===== src/rtl/lgs_pkg.sv =====
// ----------------------------------------------------------------------------
// lgs_pkg
// Shared types, constants and the B3/S23 rule for the Life generation stream.
// ----------------------------------------------------------------------------
package lgs_pkg;

    localparam int GRID_W           = 11;
    localparam int MAX_SIDE_DEFAULT = 1024;
    localparam int GRID_RESET       = 1024;
    localparam int BIRTH_COUNT      = 3;
    localparam int STAY_COUNT       = 2;

    typedef enum logic {
        FUNC_CELL = 1'b0,
        FUNC_PAD  = 1'b1
    } func_t;

    typedef struct packed {
        func_t func;
        logic  cell_alive;
    } in_word_t;

    typedef struct packed {
        logic next_alive;
        logic last_of_generation;
    } out_word_t;

    // Next state of the center cell (bit 4) of a 3x3 window
    function automatic logic life_rule(input logic [8:0] win);
        logic [3:0] cnt;
        logic       res;
        cnt = '0;
        for (int i = 0; i < 9; i++)
        begin
            if (i != 4)
            begin
                cnt = cnt + {3'b000, win[i]};
            end
        end
        if (win[4])
        begin
            res = (cnt == 4'(STAY_COUNT)) || (cnt == 4'(BIRTH_COUNT));
        end
        else
        begin
            res = (cnt == 4'(BIRTH_COUNT));
        end
        return res;
    endfunction

endpackage


===== src/rtl/lgs_ram.sv =====
// ----------------------------------------------------------------------------
// lgs_ram
// Generic simple dual-port RAM: one write port, one read port, registered
// read that returns the old contents on a same-address write.
// ----------------------------------------------------------------------------
module lgs_ram #(
    parameter int WIDTH = 1,
    parameter int DEPTH = lgs_pkg::MAX_SIDE_DEFAULT,
    localparam int AW   = (DEPTH > 1) ? $clog2(DEPTH) : 1
) (
    input  logic             clk,
    input  logic             we,
    input  logic [AW-1:0]    waddr,
    input  logic [WIDTH-1:0] wdata,
    input  logic             re,
    input  logic [AW-1:0]    raddr,
    output logic [WIDTH-1:0] rdata
);

    logic [WIDTH-1:0] mem [DEPTH];
    logic [WIDTH-1:0] rdata_reg;

    // Write port
    always_ff @(posedge clk)
    begin
        if (we)
        begin
            mem[waddr] <= wdata;
        end
    end

    // Read port, hold data between reads
    always_ff @(posedge clk)
    begin
        if (re)
        begin
            rdata_reg <= mem[raddr];
        end
    end

    assign rdata = rdata_reg;

endmodule


===== src/rtl/lgs_column_cell.sv =====
// ----------------------------------------------------------------------------
// lgs_column_cell
// One column (upper, middle, lower bit) of the 3x3 window. Cells form a chain
// and each takes its neighbor's column on every window shift.
// ----------------------------------------------------------------------------
module lgs_column_cell (
    input  logic       clk,
    input  logic       rst_n,
    input  logic       flush,
    input  logic       shift,
    input  logic       clear,
    input  logic [2:0] col_in,
    output logic [2:0] col
);

    logic [2:0] col_reg;
    logic [2:0] col_next;

    // Load zero at the start of a row, else take the neighbor column
    assign col_next = clear ? 3'b000 : col_in;

    always_ff @(posedge clk or negedge rst_n)
    begin
        if (!rst_n)
        begin
            col_reg <= 3'b000;
        end
        else if (flush)
        begin
            col_reg <= 3'b000;
        end
        else if (shift)
        begin
            col_reg <= col_next;
        end
    end

    assign col = col_reg;

endmodule


===== src/rtl/lgs_result_fifo.sv =====
// ----------------------------------------------------------------------------
// lgs_result_fifo
// Four-entry result queue that takes up to two words per cycle and hands
// out one. Reports room when at least two entries are free.
// ----------------------------------------------------------------------------
module lgs_result_fifo (
    input  logic              clk,
    input  logic              rst_n,
    input  logic              push_a,
    input  lgs_pkg::out_word_t word_a,
    input  logic              push_b,
    input  lgs_pkg::out_word_t word_b,
    output logic              room,
    output logic              out_valid,
    input  logic              out_ready,
    output lgs_pkg::out_word_t out_word
);

    lgs_pkg::out_word_t mem_reg [4];
    logic [1:0] wp_reg;
    logic [1:0] wp_next;
    logic [1:0] rp_reg;
    logic [1:0] rp_next;
    logic [2:0] count_reg;
    logic [2:0] count_next;
    logic [1:0] push_cnt;
    logic [1:0] wp_b;
    logic       pop;

    assign pop      = out_valid && out_ready;
    assign push_cnt = {1'b0, push_a} + {1'b0, push_b};
    assign wp_b     = push_a ? (wp_reg + 2'd1) : wp_reg;

    // Advance pointers and fill level
    always_comb
    begin
        wp_next    = wp_reg + push_cnt;
        rp_next    = rp_reg + {1'b0, pop};
        count_next = count_reg + {1'b0, push_cnt} - {2'b00, pop};
    end

    always_ff @(posedge clk or negedge rst_n)
    begin
        if (!rst_n)
        begin
            wp_reg    <= 2'd0;
            rp_reg    <= 2'd0;
            count_reg <= 3'd0;
        end
        else
        begin
            wp_reg    <= wp_next;
            rp_reg    <= rp_next;
            count_reg <= count_next;
        end
    end

    // Store incoming words in order
    always_ff @(posedge clk)
    begin
        if (push_a)
        begin
            mem_reg[wp_reg] <= word_a;
        end
        if (push_b)
        begin
            mem_reg[wp_b] <= word_b;
        end
    end

    assign room      = (count_reg <= 3'd2);
    assign out_valid = (count_reg != 3'd0);
    assign out_word  = mem_reg[rp_reg];

endmodule


===== src/rtl/life_generation_stream.sv =====
// ----------------------------------------------------------------------------
// life_generation_stream
// One Life generation (B3/S23, dead border) over a raster cell stream.
// ----------------------------------------------------------------------------
// Throughput: one input word per cycle while the result queue has room; a column N-1 word yields up to two results.
// Path: results of a word pass the line-buffer read stage and the window stage,
// then the result queue; a full queue stalls both stages and the input.
// The registered read port of the line-buffer RAMs sets the stage count.
// Reset clears counters, window, pipeline and queue; line buffers keep data
// and are masked by row, so no clearing pass is needed.
// ----------------------------------------------------------------------------
module life_generation_stream #(
    parameter int MAX_SIDE = lgs_pkg::MAX_SIDE_DEFAULT
) (
    input  logic                      clk,
    input  logic                      rst_n,
    input  logic                      cfg_we,
    input  logic [lgs_pkg::GRID_W-1:0] cfg_data,
    input  logic                      cell_valid,
    output logic                      cell_ready,
    input  lgs_pkg::in_word_t         cell_word,
    output logic                      result_valid,
    input  logic                      result_ready,
    output lgs_pkg::out_word_t        result_word
);

    localparam int COL_W  = (MAX_SIDE > 1) ? $clog2(MAX_SIDE) : 1;
    localparam int SIDE_W = $clog2(MAX_SIDE + 1);
    localparam logic [SIDE_W-1:0] SIDE_RESET =
        SIDE_W'((lgs_pkg::GRID_RESET > MAX_SIDE) ? MAX_SIDE : lgs_pkg::GRID_RESET);

    typedef struct packed {
        logic bit_v;
        logic parity;
        logic row_ge1;
        logic row_ge2;
        logic col_first;
        logic col_last;
        logic row_last;
    } stage_t;

    logic [SIDE_W-1:0] side_reg;
    logic [SIDE_W-1:0] side_cfg;
    logic [COL_W-1:0]  col_reg;
    logic [SIDE_W-1:0] row_reg;
    logic              accept;
    logic              last_col;
    logic              last_row;
    logic              cell_bit;
    stage_t            stage_next;
    stage_t            b_reg;
    stage_t            c_reg;
    logic              b_valid_reg;
    logic              c_valid_reg;
    logic              b_advance;
    logic              c_advance;
    logic              fifo_room;
    logic              rd0;
    logic              rd1;
    logic              up_bit;
    logic              mid_bit;
    logic [2:0]        new_col;
    logic [2:0]        col0;
    logic [2:0]        col1;
    logic [2:0]        col2;
    logic              push_a;
    logic              push_b;
    lgs_pkg::out_word_t word_a;
    lgs_pkg::out_word_t word_b;

    // Clamp the written size into 1..MAX_SIDE
    always_comb
    begin
        if (cfg_data == '0)
        begin
            side_cfg = SIDE_W'(1);
        end
        else if (32'(cfg_data) > MAX_SIDE)
        begin
            side_cfg = SIDE_W'(MAX_SIDE);
        end
        else
        begin
            side_cfg = SIDE_W'(cfg_data);
        end
    end

    assign accept   = cell_valid && cell_ready;
    assign last_col = (SIDE_W'(col_reg) == (side_reg - SIDE_W'(1)));
    assign last_row = (row_reg == side_reg);
    assign cell_bit = !last_row && (cell_word.func == lgs_pkg::FUNC_CELL) &&
                      cell_word.cell_alive;

    // Raster position counters
    always_ff @(posedge clk or negedge rst_n)
    begin
        if (!rst_n)
        begin
            side_reg <= SIDE_RESET;
            col_reg  <= '0;
            row_reg  <= '0;
        end
        else if (cfg_we)
        begin
            side_reg <= side_cfg;
            col_reg  <= '0;
            row_reg  <= '0;
        end
        else if (accept)
        begin
            if (last_col)
            begin
                col_reg <= '0;
                row_reg <= last_row ? '0 : (row_reg + SIDE_W'(1));
            end
            else
            begin
                col_reg <= col_reg + COL_W'(1);
            end
        end
    end

    // Line buffers by row parity: this row's bank also holds the row two above
    lgs_ram #(.WIDTH(1), .DEPTH(MAX_SIDE)) u_line0 (
        .clk   (clk),
        .we    (accept && !row_reg[0]),
        .waddr (col_reg),
        .wdata (cell_bit),
        .re    (accept),
        .raddr (col_reg),
        .rdata (rd0)
    );

    lgs_ram #(.WIDTH(1), .DEPTH(MAX_SIDE)) u_line1 (
        .clk   (clk),
        .we    (accept && row_reg[0]),
        .waddr (col_reg),
        .wdata (cell_bit),
        .re    (accept),
        .raddr (col_reg),
        .rdata (rd1)
    );

    // Position flags for the read stage
    always_comb
    begin
        stage_next.bit_v     = cell_bit;
        stage_next.parity    = row_reg[0];
        stage_next.row_ge1   = (row_reg != '0);
        stage_next.row_ge2   = (row_reg != '0) && (row_reg != SIDE_W'(1));
        stage_next.col_first = (col_reg == '0);
        stage_next.col_last  = last_col;
        stage_next.row_last  = last_row;
    end

    // Pipeline handshake
    assign c_advance  = c_valid_reg && fifo_room;
    assign b_advance  = b_valid_reg && (!c_valid_reg || c_advance);
    assign cell_ready = !b_valid_reg || !c_valid_reg || c_advance;

    always_ff @(posedge clk or negedge rst_n)
    begin
        if (!rst_n)
        begin
            b_valid_reg <= 1'b0;
            c_valid_reg <= 1'b0;
        end
        else
        begin
            b_valid_reg <= accept || (b_valid_reg && !b_advance);
            c_valid_reg <= b_advance || (c_valid_reg && !c_advance);
        end
    end

    always_ff @(posedge clk)
    begin
        if (accept)
        begin
            b_reg <= stage_next;
        end
        if (b_advance)
        begin
            c_reg <= b_reg;
        end
    end

    // Mask unwritten rows and build the new window column
    assign up_bit  = b_reg.row_ge2 && (b_reg.parity ? rd1 : rd0);
    assign mid_bit = b_reg.row_ge1 && (b_reg.parity ? rd0 : rd1);
    assign new_col = {b_reg.bit_v, mid_bit, up_bit};

    // Window: newest column enters cell 2 and moves toward cell 0
    lgs_column_cell u_cell2 (
        .clk    (clk),
        .rst_n  (rst_n),
        .flush  (cfg_we),
        .shift  (b_advance),
        .clear  (1'b0),
        .col_in (new_col),
        .col    (col2)
    );

    lgs_column_cell u_cell1 (
        .clk    (clk),
        .rst_n  (rst_n),
        .flush  (cfg_we),
        .shift  (b_advance),
        .clear  (b_reg.col_first),
        .col_in (col2),
        .col    (col1)
    );

    lgs_column_cell u_cell0 (
        .clk    (clk),
        .rst_n  (rst_n),
        .flush  (cfg_we),
        .shift  (b_advance),
        .clear  (b_reg.col_first),
        .col_in (col1),
        .col    (col0)
    );

    // Results: the cell one column left, plus the last column at row end
    assign push_a = c_advance && c_reg.row_ge1 && !c_reg.col_first;
    assign push_b = c_advance && c_reg.row_ge1 && c_reg.col_last;

    always_comb
    begin
        word_a.next_alive         = lgs_pkg::life_rule({col2, col1, col0});
        word_a.last_of_generation = 1'b0;
        word_b.next_alive         = lgs_pkg::life_rule({3'b000, col2, col1});
        word_b.last_of_generation = c_reg.row_last;
    end

    lgs_result_fifo u_fifo (
        .clk       (clk),
        .rst_n     (rst_n),
        .push_a    (push_a),
        .word_a    (word_a),
        .push_b    (push_b),
        .word_b    (word_b),
        .room      (fifo_room),
        .out_valid (result_valid),
        .out_ready (result_ready),
        .out_word  (result_word)
    );

endmodule


===== config.mk =====
export PLATFORM = sky130hd
export DESIGN_NAME = life_generation_stream
export DESIGN_NICKNAME = d
export VERILOG_FILES = /design/src/rtl/lgs_pkg.sv /design/src/rtl/lgs_ram.sv /design/src/rtl/lgs_column_cell.sv /design/src/rtl/lgs_result_fifo.sv /design/src/rtl/life_generation_stream.sv
export SDC_FILE = /design/constraint.sdc
export NUM_CORES = 2
export LEC_CHECK = 0
export BUFFER_PORTS_ARGS = -buffer_cell sky130_fd_sc_hd__buf_2
export CAP_MARGIN = 10
export CORE_MARGIN = 2
export CORE_UTILIZATION = 60
export CTS_BUF_LIST = sky130_fd_sc_hd__clkbuf_8
export DETAILED_ROUTE_END_ITERATION = 6
export GPL_TIMING_DRIVEN = 1
export PLACE_DENSITY = 0.79
export SLEW_MARGIN = 40
export SYNTH_ARGS = -nofsm -noshare
export SYNTH_HDL_FRONTEND = slang
export SYNTH_SLANG_ARGS = --single-unit

===== constraint.sdc =====
create_clock -name clk -period 95.8 [get_ports clk]
set_clock_uncertainty 0.2 [all_clocks]
set_input_delay 28.74 -clock clk [delete_from_list [all_inputs] [get_ports clk]]
set_output_delay 28.74 -clock clk [all_outputs]
set_load 0.005 [all_outputs]

# ---- Yosys cells after proc, flatten, opt, wreduce, memory -nomap -nowiden
# Memories as Yosys holds them, arrays and structs flattened. A register that Yosys moved wholly into a read port is not among the register bits.
# Index checks and enable logic that the tools add are counted.
dict set report word_totals {
  register_bits 61
  ramBits 2056
  out_inout_bits 4
  wordCells 123
  memories 3
}
dict set report classes {
  n_addsub 20
  magnitude_cmp 2
  eq_ne 7
  n_mux 30
  bitwise_logic 1
  reduce_logical 38
}
# name words word_bits read_ports rd_ports_with_merged_regs wr line
set mem_list {}
lappend mem_list {u_line0.mem 1024 1 1 1 1 lgs_ram.sv:20} ;# logic [WIDTH-1:0] mem [DEPTH];
lappend mem_list {u_line1.mem 1024 1 1 1 1 lgs_ram.sv:20}
lappend mem_list {u_fifo.mem_reg 4 2 1 0 2 lgs_result_fifo.sv:19} ;# lgs_pkg::out_word_t mem_reg [4];
# cell n
set op_table {}
lappend op_table {{$mux W11} 6}
lappend op_table {{$mux W10} 3}
lappend op_table {{$mux W3} 8}
lappend op_table {{$add A4 B1 Y4} 5}
lappend op_table {{$eq A4 B2 Y1 const B} 4}
lappend op_table {{$logic_and A1 B1 Y1} 16}
lappend op_table {{$mux W1} 12}
lappend op_table {{$add A11 B1 Y11 const B} 1}
lappend op_table {{$eq A10 B11 Y1} 1}
lappend op_table {{$eq A11 B11 Y1} 1}
lappend op_table {{$gt A11 B11 Y1 const B} 1}
lappend op_table {{$logic_not A11 Y1} 1}
lappend op_table {{$ne A11 B1 Y1 const B} 1}
lappend op_table {{$reduce_bool A11 Y1} 1}
lappend op_table {{$sub A11 B1 Y11 const B} 1}
lappend op_table {{$add A10 B1 Y10 const B} 1}
lappend op_table {{$logic_not A10 Y1} 1}
lappend op_table {{$add A3 B1 Y4} 2}
lappend op_table {{$logic_not A1 Y1} 7}
lappend op_table {{$logic_or A1 B1 Y1} 7}
lappend op_table {{$add A1 B1 Y2} 3}
lappend op_table {{$add A2 B1 Y3} 2}
lappend op_table {{$reduce_bool A2 Y1} 3}
lappend op_table {{$add A3 B2 Y3} 1}
lappend op_table {{other kinds (9)} 9}

# ---- Longest topological paths before layout
dict set report depth {
  word_depth 10
  mapped_depth 13
  ltp_nobuf 11
}

# ---- Cells and area by module
# A second synthesis with hierarchy kept.
dict set report unflattened {
  hier_cells 6616
  hier_area_um2 93542.2
}
# module n_inst cells_per_inst area_each_um2
set by_module_without_submodules {}
lappend by_module_without_submodules {lgs_ram 2 3112 44666.6}
lappend by_module_without_submodules {life_generation_stream 1 297 2941.6}
lappend by_module_without_submodules {lgs_result_fifo 1 71 922.1}
lappend by_module_without_submodules {lgs_column_cell 3 8 115.1}

# ---- Worst setup path after synthesis
# Ideal clock, no wire load.
dict set report synth_path {
  path_kind {in2reg}
  start {in cell_word[1] (netlist name)}
  end {reg b_reg[6] (netlist name), data pin}
  setup_time_ns 16.364
  arrival_time_ns 110.488
  required_ns 79.236
  path_slack_ns -31.252
  cell_stages 1
  cell_sequence {nor3b_1}
}
dict set report synth_between {
  elab_chain_len 3
}
# element line
set synth_lines {}
lappend synth_lines {{start: declaration} life_generation_stream.sv:21} ;# input lgs_pkg::in_word_t cell_word,
lappend synth_lines {{$not A1 Y1} life_generation_stream.sv:91} ;# assign cell_bit = !last_row && (cell_word.func == lgs_pkg::FUNC_CELL) &&
lappend synth_lines {{$logic_and A1 B1 Y1 (2 in a row)} life_generation_stream.sv:91}
lappend synth_lines {{end signal: assignment} life_generation_stream.sv:179} ;# b_reg <= stage_next;
lappend synth_lines {{end: declaration} life_generation_stream.sv:51} ;# stage_t b_reg;
# No other way between the ends.
# A chain may end at the register's enable or synchronous reset.

# ---- Worst setup path after layout
dict set report layout_path {
  start {in cell_word[1] (netlist name)}
  end {mem u_line0.mem[990], data pin}
}
dict set report layout_between {
  elab_chain_len 3
}
# element line
set layout_lines {}
lappend layout_lines {{$not A1 Y1} life_generation_stream.sv:91}
lappend layout_lines {{$logic_and A1 B1 Y1 (2 in a row)} life_generation_stream.sv:91}
lappend layout_lines {{net cell_bit} life_generation_stream.sv:49} ;# logic cell_bit;
lappend layout_lines {{end: declaration} lgs_ram.sv:20}
# The timed path passes the listed nets, and every way through them passes these cells.

==> flow_metrics.tcl <==
set metrics [dict create \
    outcome "completed" \
    relSlewSlack_pct 34.1 \
    p_leak_nw 29.4 \
    cts_buffers 339 \
    coreArea_mm2 0.152 \
    fillers 10400 \
    path_max_fanout 176 \
    grt_pass1_vias 58600 \
    slew_violations 0 \
    synth_edf_count 2069 \
    cp-end-kind "register" \
    synth_seq_cells 2119 \
    fin_cells 9188 \
    period_share_pct 33.4 \
    routed_wl_um 265000 \
    worstPathArrival_ns 32.53 \
    ioPinCount 22 \
    clockBufferDepth 4 \
    grt_pass1_wl_um 379000 \
    die_w_um 396 \
    fin_setup_tns_ns 0 \
    drc 0 \
    drtIter0Drc 10200 \
    cts.clk_slew.worst_paths_ns 0.06 \
    dp_cells 8600 \
    synth_seq_area_share_pct 68.8 \
    place_hpwl_um 135000 \
    synth_area_leader_cell "edfxtp_1" \
    cts_sinks 2119 \
    rsz0062_at_grt "false" \
    cp_data_required_time_ns 96.31 \
    power_density_mw_per_mm2 19.7 \
    synthCells 7050 \
    max_freq_ghz 0.0312 \
    vias 61200 \
    viasPerCell 6.66 \
    synth.avg_cell_area_um2 13.1 \
    start_kind "input port" \
    yosys_warnings 0 \
    setup_viol 0 \
    vdd_drop_max_v 0.0000142 \
    synth.cell_area_mm2 0.0922 \
    die_h_um 396 \
    drive_above_1_share_pct 12.0 \
    synth_fp_nets 7097 \
    grt_use_total_pct 33.3 \
    grt_overflow 0 \
    cts_tree "yes" \
    start_util_pct 60.5 \
    wire_per_inst_um 28.9 \
    maxCapViolations 0 \
    hold_path.class "reg2reg" \
    synth_ff_type "edfxtp_1" \
    post-route-min-period_ns 32.02 \
    insertion_delay_ns 1.04 \
    antenna_found_initial 7 \
    nets 6963 \
    postCtsSetupRepairBufs 0 \
    synth_common_cells "2172 x nor2_1, 2069 x edfxtp_1, 842 x mux2i_1" \
    cts_resized 0 \
    grt_max_degree 177 \
    cts_max_level 5 \
    dieArea_mm2 0.157 \
    gp_congestion 0.829 \
    synthArstFlopShare_pct 2.36 \
    hold_viol_final 0 \
    areaGrowthSynthToFinish_pct 8.88 \
    drtAntennaViolNets 0 \
    synth_cell_type_count 76 \
    yosysTopAreaCellShare_pct 67.4 \
    dr.pass1.iters 7 \
    rows 143 \
    critPathKind "in2reg" \
    synth_area_leaders "edfxtp_1 67%, mux2i_1 9.1%, nor2_1 8.8%, o22ai_1 2.7%, mux4_2 2.6%" \
    synth_most_common_cell "nor2_1" \
    tightest_slew_ns 0.980 \
    io_buffers 21 \
    cts_root_buf "clkbuf_8" \
    hold_buffers 0 \
]
## critical path, stage by stage
cell,delay (ns)
buf_2,0.12
nor3b_4,0.23
buf_12,0.35
buf_16,0.47
buf_12,0.49
buf_16,0.49
buf_12,0.50
clkbuf_8,0.72
## through the flow
stage / hold WS, ns / setup WS (ns) / instance area (um2) / util, % / power, mW
4_1_cts: 0.222 / 63.98 / 100000 / 65.8 / 1.97
5_1_grt: 0.236 / 63.64 / 100000 / 65.9 / 2.02
3_5_place_dp: 0.212 / 62.89 / 94400 / 62.0 / 1.29
6_report: 0.221 / 63.78 / 100000 / 65.9 / 1.97
3_3_place_gp: 0.208 / 62.65 / 93800 / 61.6 / 1.29
2_1_floorplan: 0.200 / 15.56 / 92200 / - / 1.26
## layout make-up
type | count | area, um2 | area share, %
tap | 2030 | 2540 | 2.53
clock inverter | 231 | 1050 | 1.04
timing repair buffer | 190 | 1780 | 1.78
multi-input combinational | 4221 | 26600 | 26.5
inverter | 45 | 169 | 0.168
sequential | 2119 | 63400 | 63.2
antenna | 6 | 15.0 | 0.0150
clock buffer | 346 | 4760 | 4.75
## report_power, final
part / internal, mW / switching [mW]
clock: 0.344 / 0.349
combinational: 0.0912 / 0.155
sequential: 1.03 / 0.00762
total: 1.46 / 0.512
## cells in the final DEF (no fill, tap or decap), types with 12 or more instances in the layout
| master | n |
|---|---|
| nand3_1 | 25 |
| inv_1 | 141 |
| clkinv_1 | 89 |
| nand4_1 | 20 |
| nand2_1 | 91 |
| dfrtp_1 | 43 |
| a211oi_1 | 17 |
| nand3_2 | 46 |
| nand3_4 | 14 |
| o22ai_1 | 393 |
| buf_6 | 12 |
| mux4_2 | 105 |
| nand2_2 | 51 |
| buf_2 | 20 |
| nor3_1 | 34 |
| buf_4 | 131 |
| buf_12 | 20 |
| xnor2_1 | 19 |
| mux2i_1 | 842 |
| o21ai_0 | 36 |
| nor2_1 | 2164 |
| clkinv_2 | 34 |
| edfxtp_1 | 2069 |
| ha_1 | 21 |
| a31oi_1 | 22 |
| clkbuf_8 | 348 |
| a21oi_1 | 46 |
| nor4_1 | 78 |
| or4_1 | 18 |
## cells by family after synthesis
| group | Yosys count | share of synthesized area, % |
|---|---|---|
| xor gates and xnor gates | 30 | 0.285 |
| AOI/OAI and AO/OA | 571 | 3.92 |
| and+or+nand+nor | 2640 | 11.6 |
| adders and majority gates | 30 | 0.462 |
| muxes | 950 | 11.7 |
| DFF | 2119 | 68.8 |
| buffers and inverters | 710 | 3.18 |
## metal layers
metal	vias up	wire (um)	part of all wire, %	global-route usage (%)
li1	25300	-	-	-
met1	30100	88500	33	43.4
met2	4890	122000	46	52.3
met3	907	41400	16	9.52
met4	4	13300	5.0	14.9
met5	-	29	0.011	0
## path summary, 6_finish.rpt
check,start,to,slack (ns),cells past startpoint
setup / recovery,cell_word[1],u_line0.mem[990],63.78,8
hold / removal,b_reg[0],c_reg[0],0.22,0
setup reg to reg,col_reg[1],u_line0.rdata,88.79,12
hold reg to reg,b_reg[0],c_reg[0],0.22,0
max in group asynchronous,rst_n,col_reg[0],67.25,2
min in group asynchronous,rst_n,u_fifo.rp_reg[0],27.60,2
(Power assumes the default switching activity.)
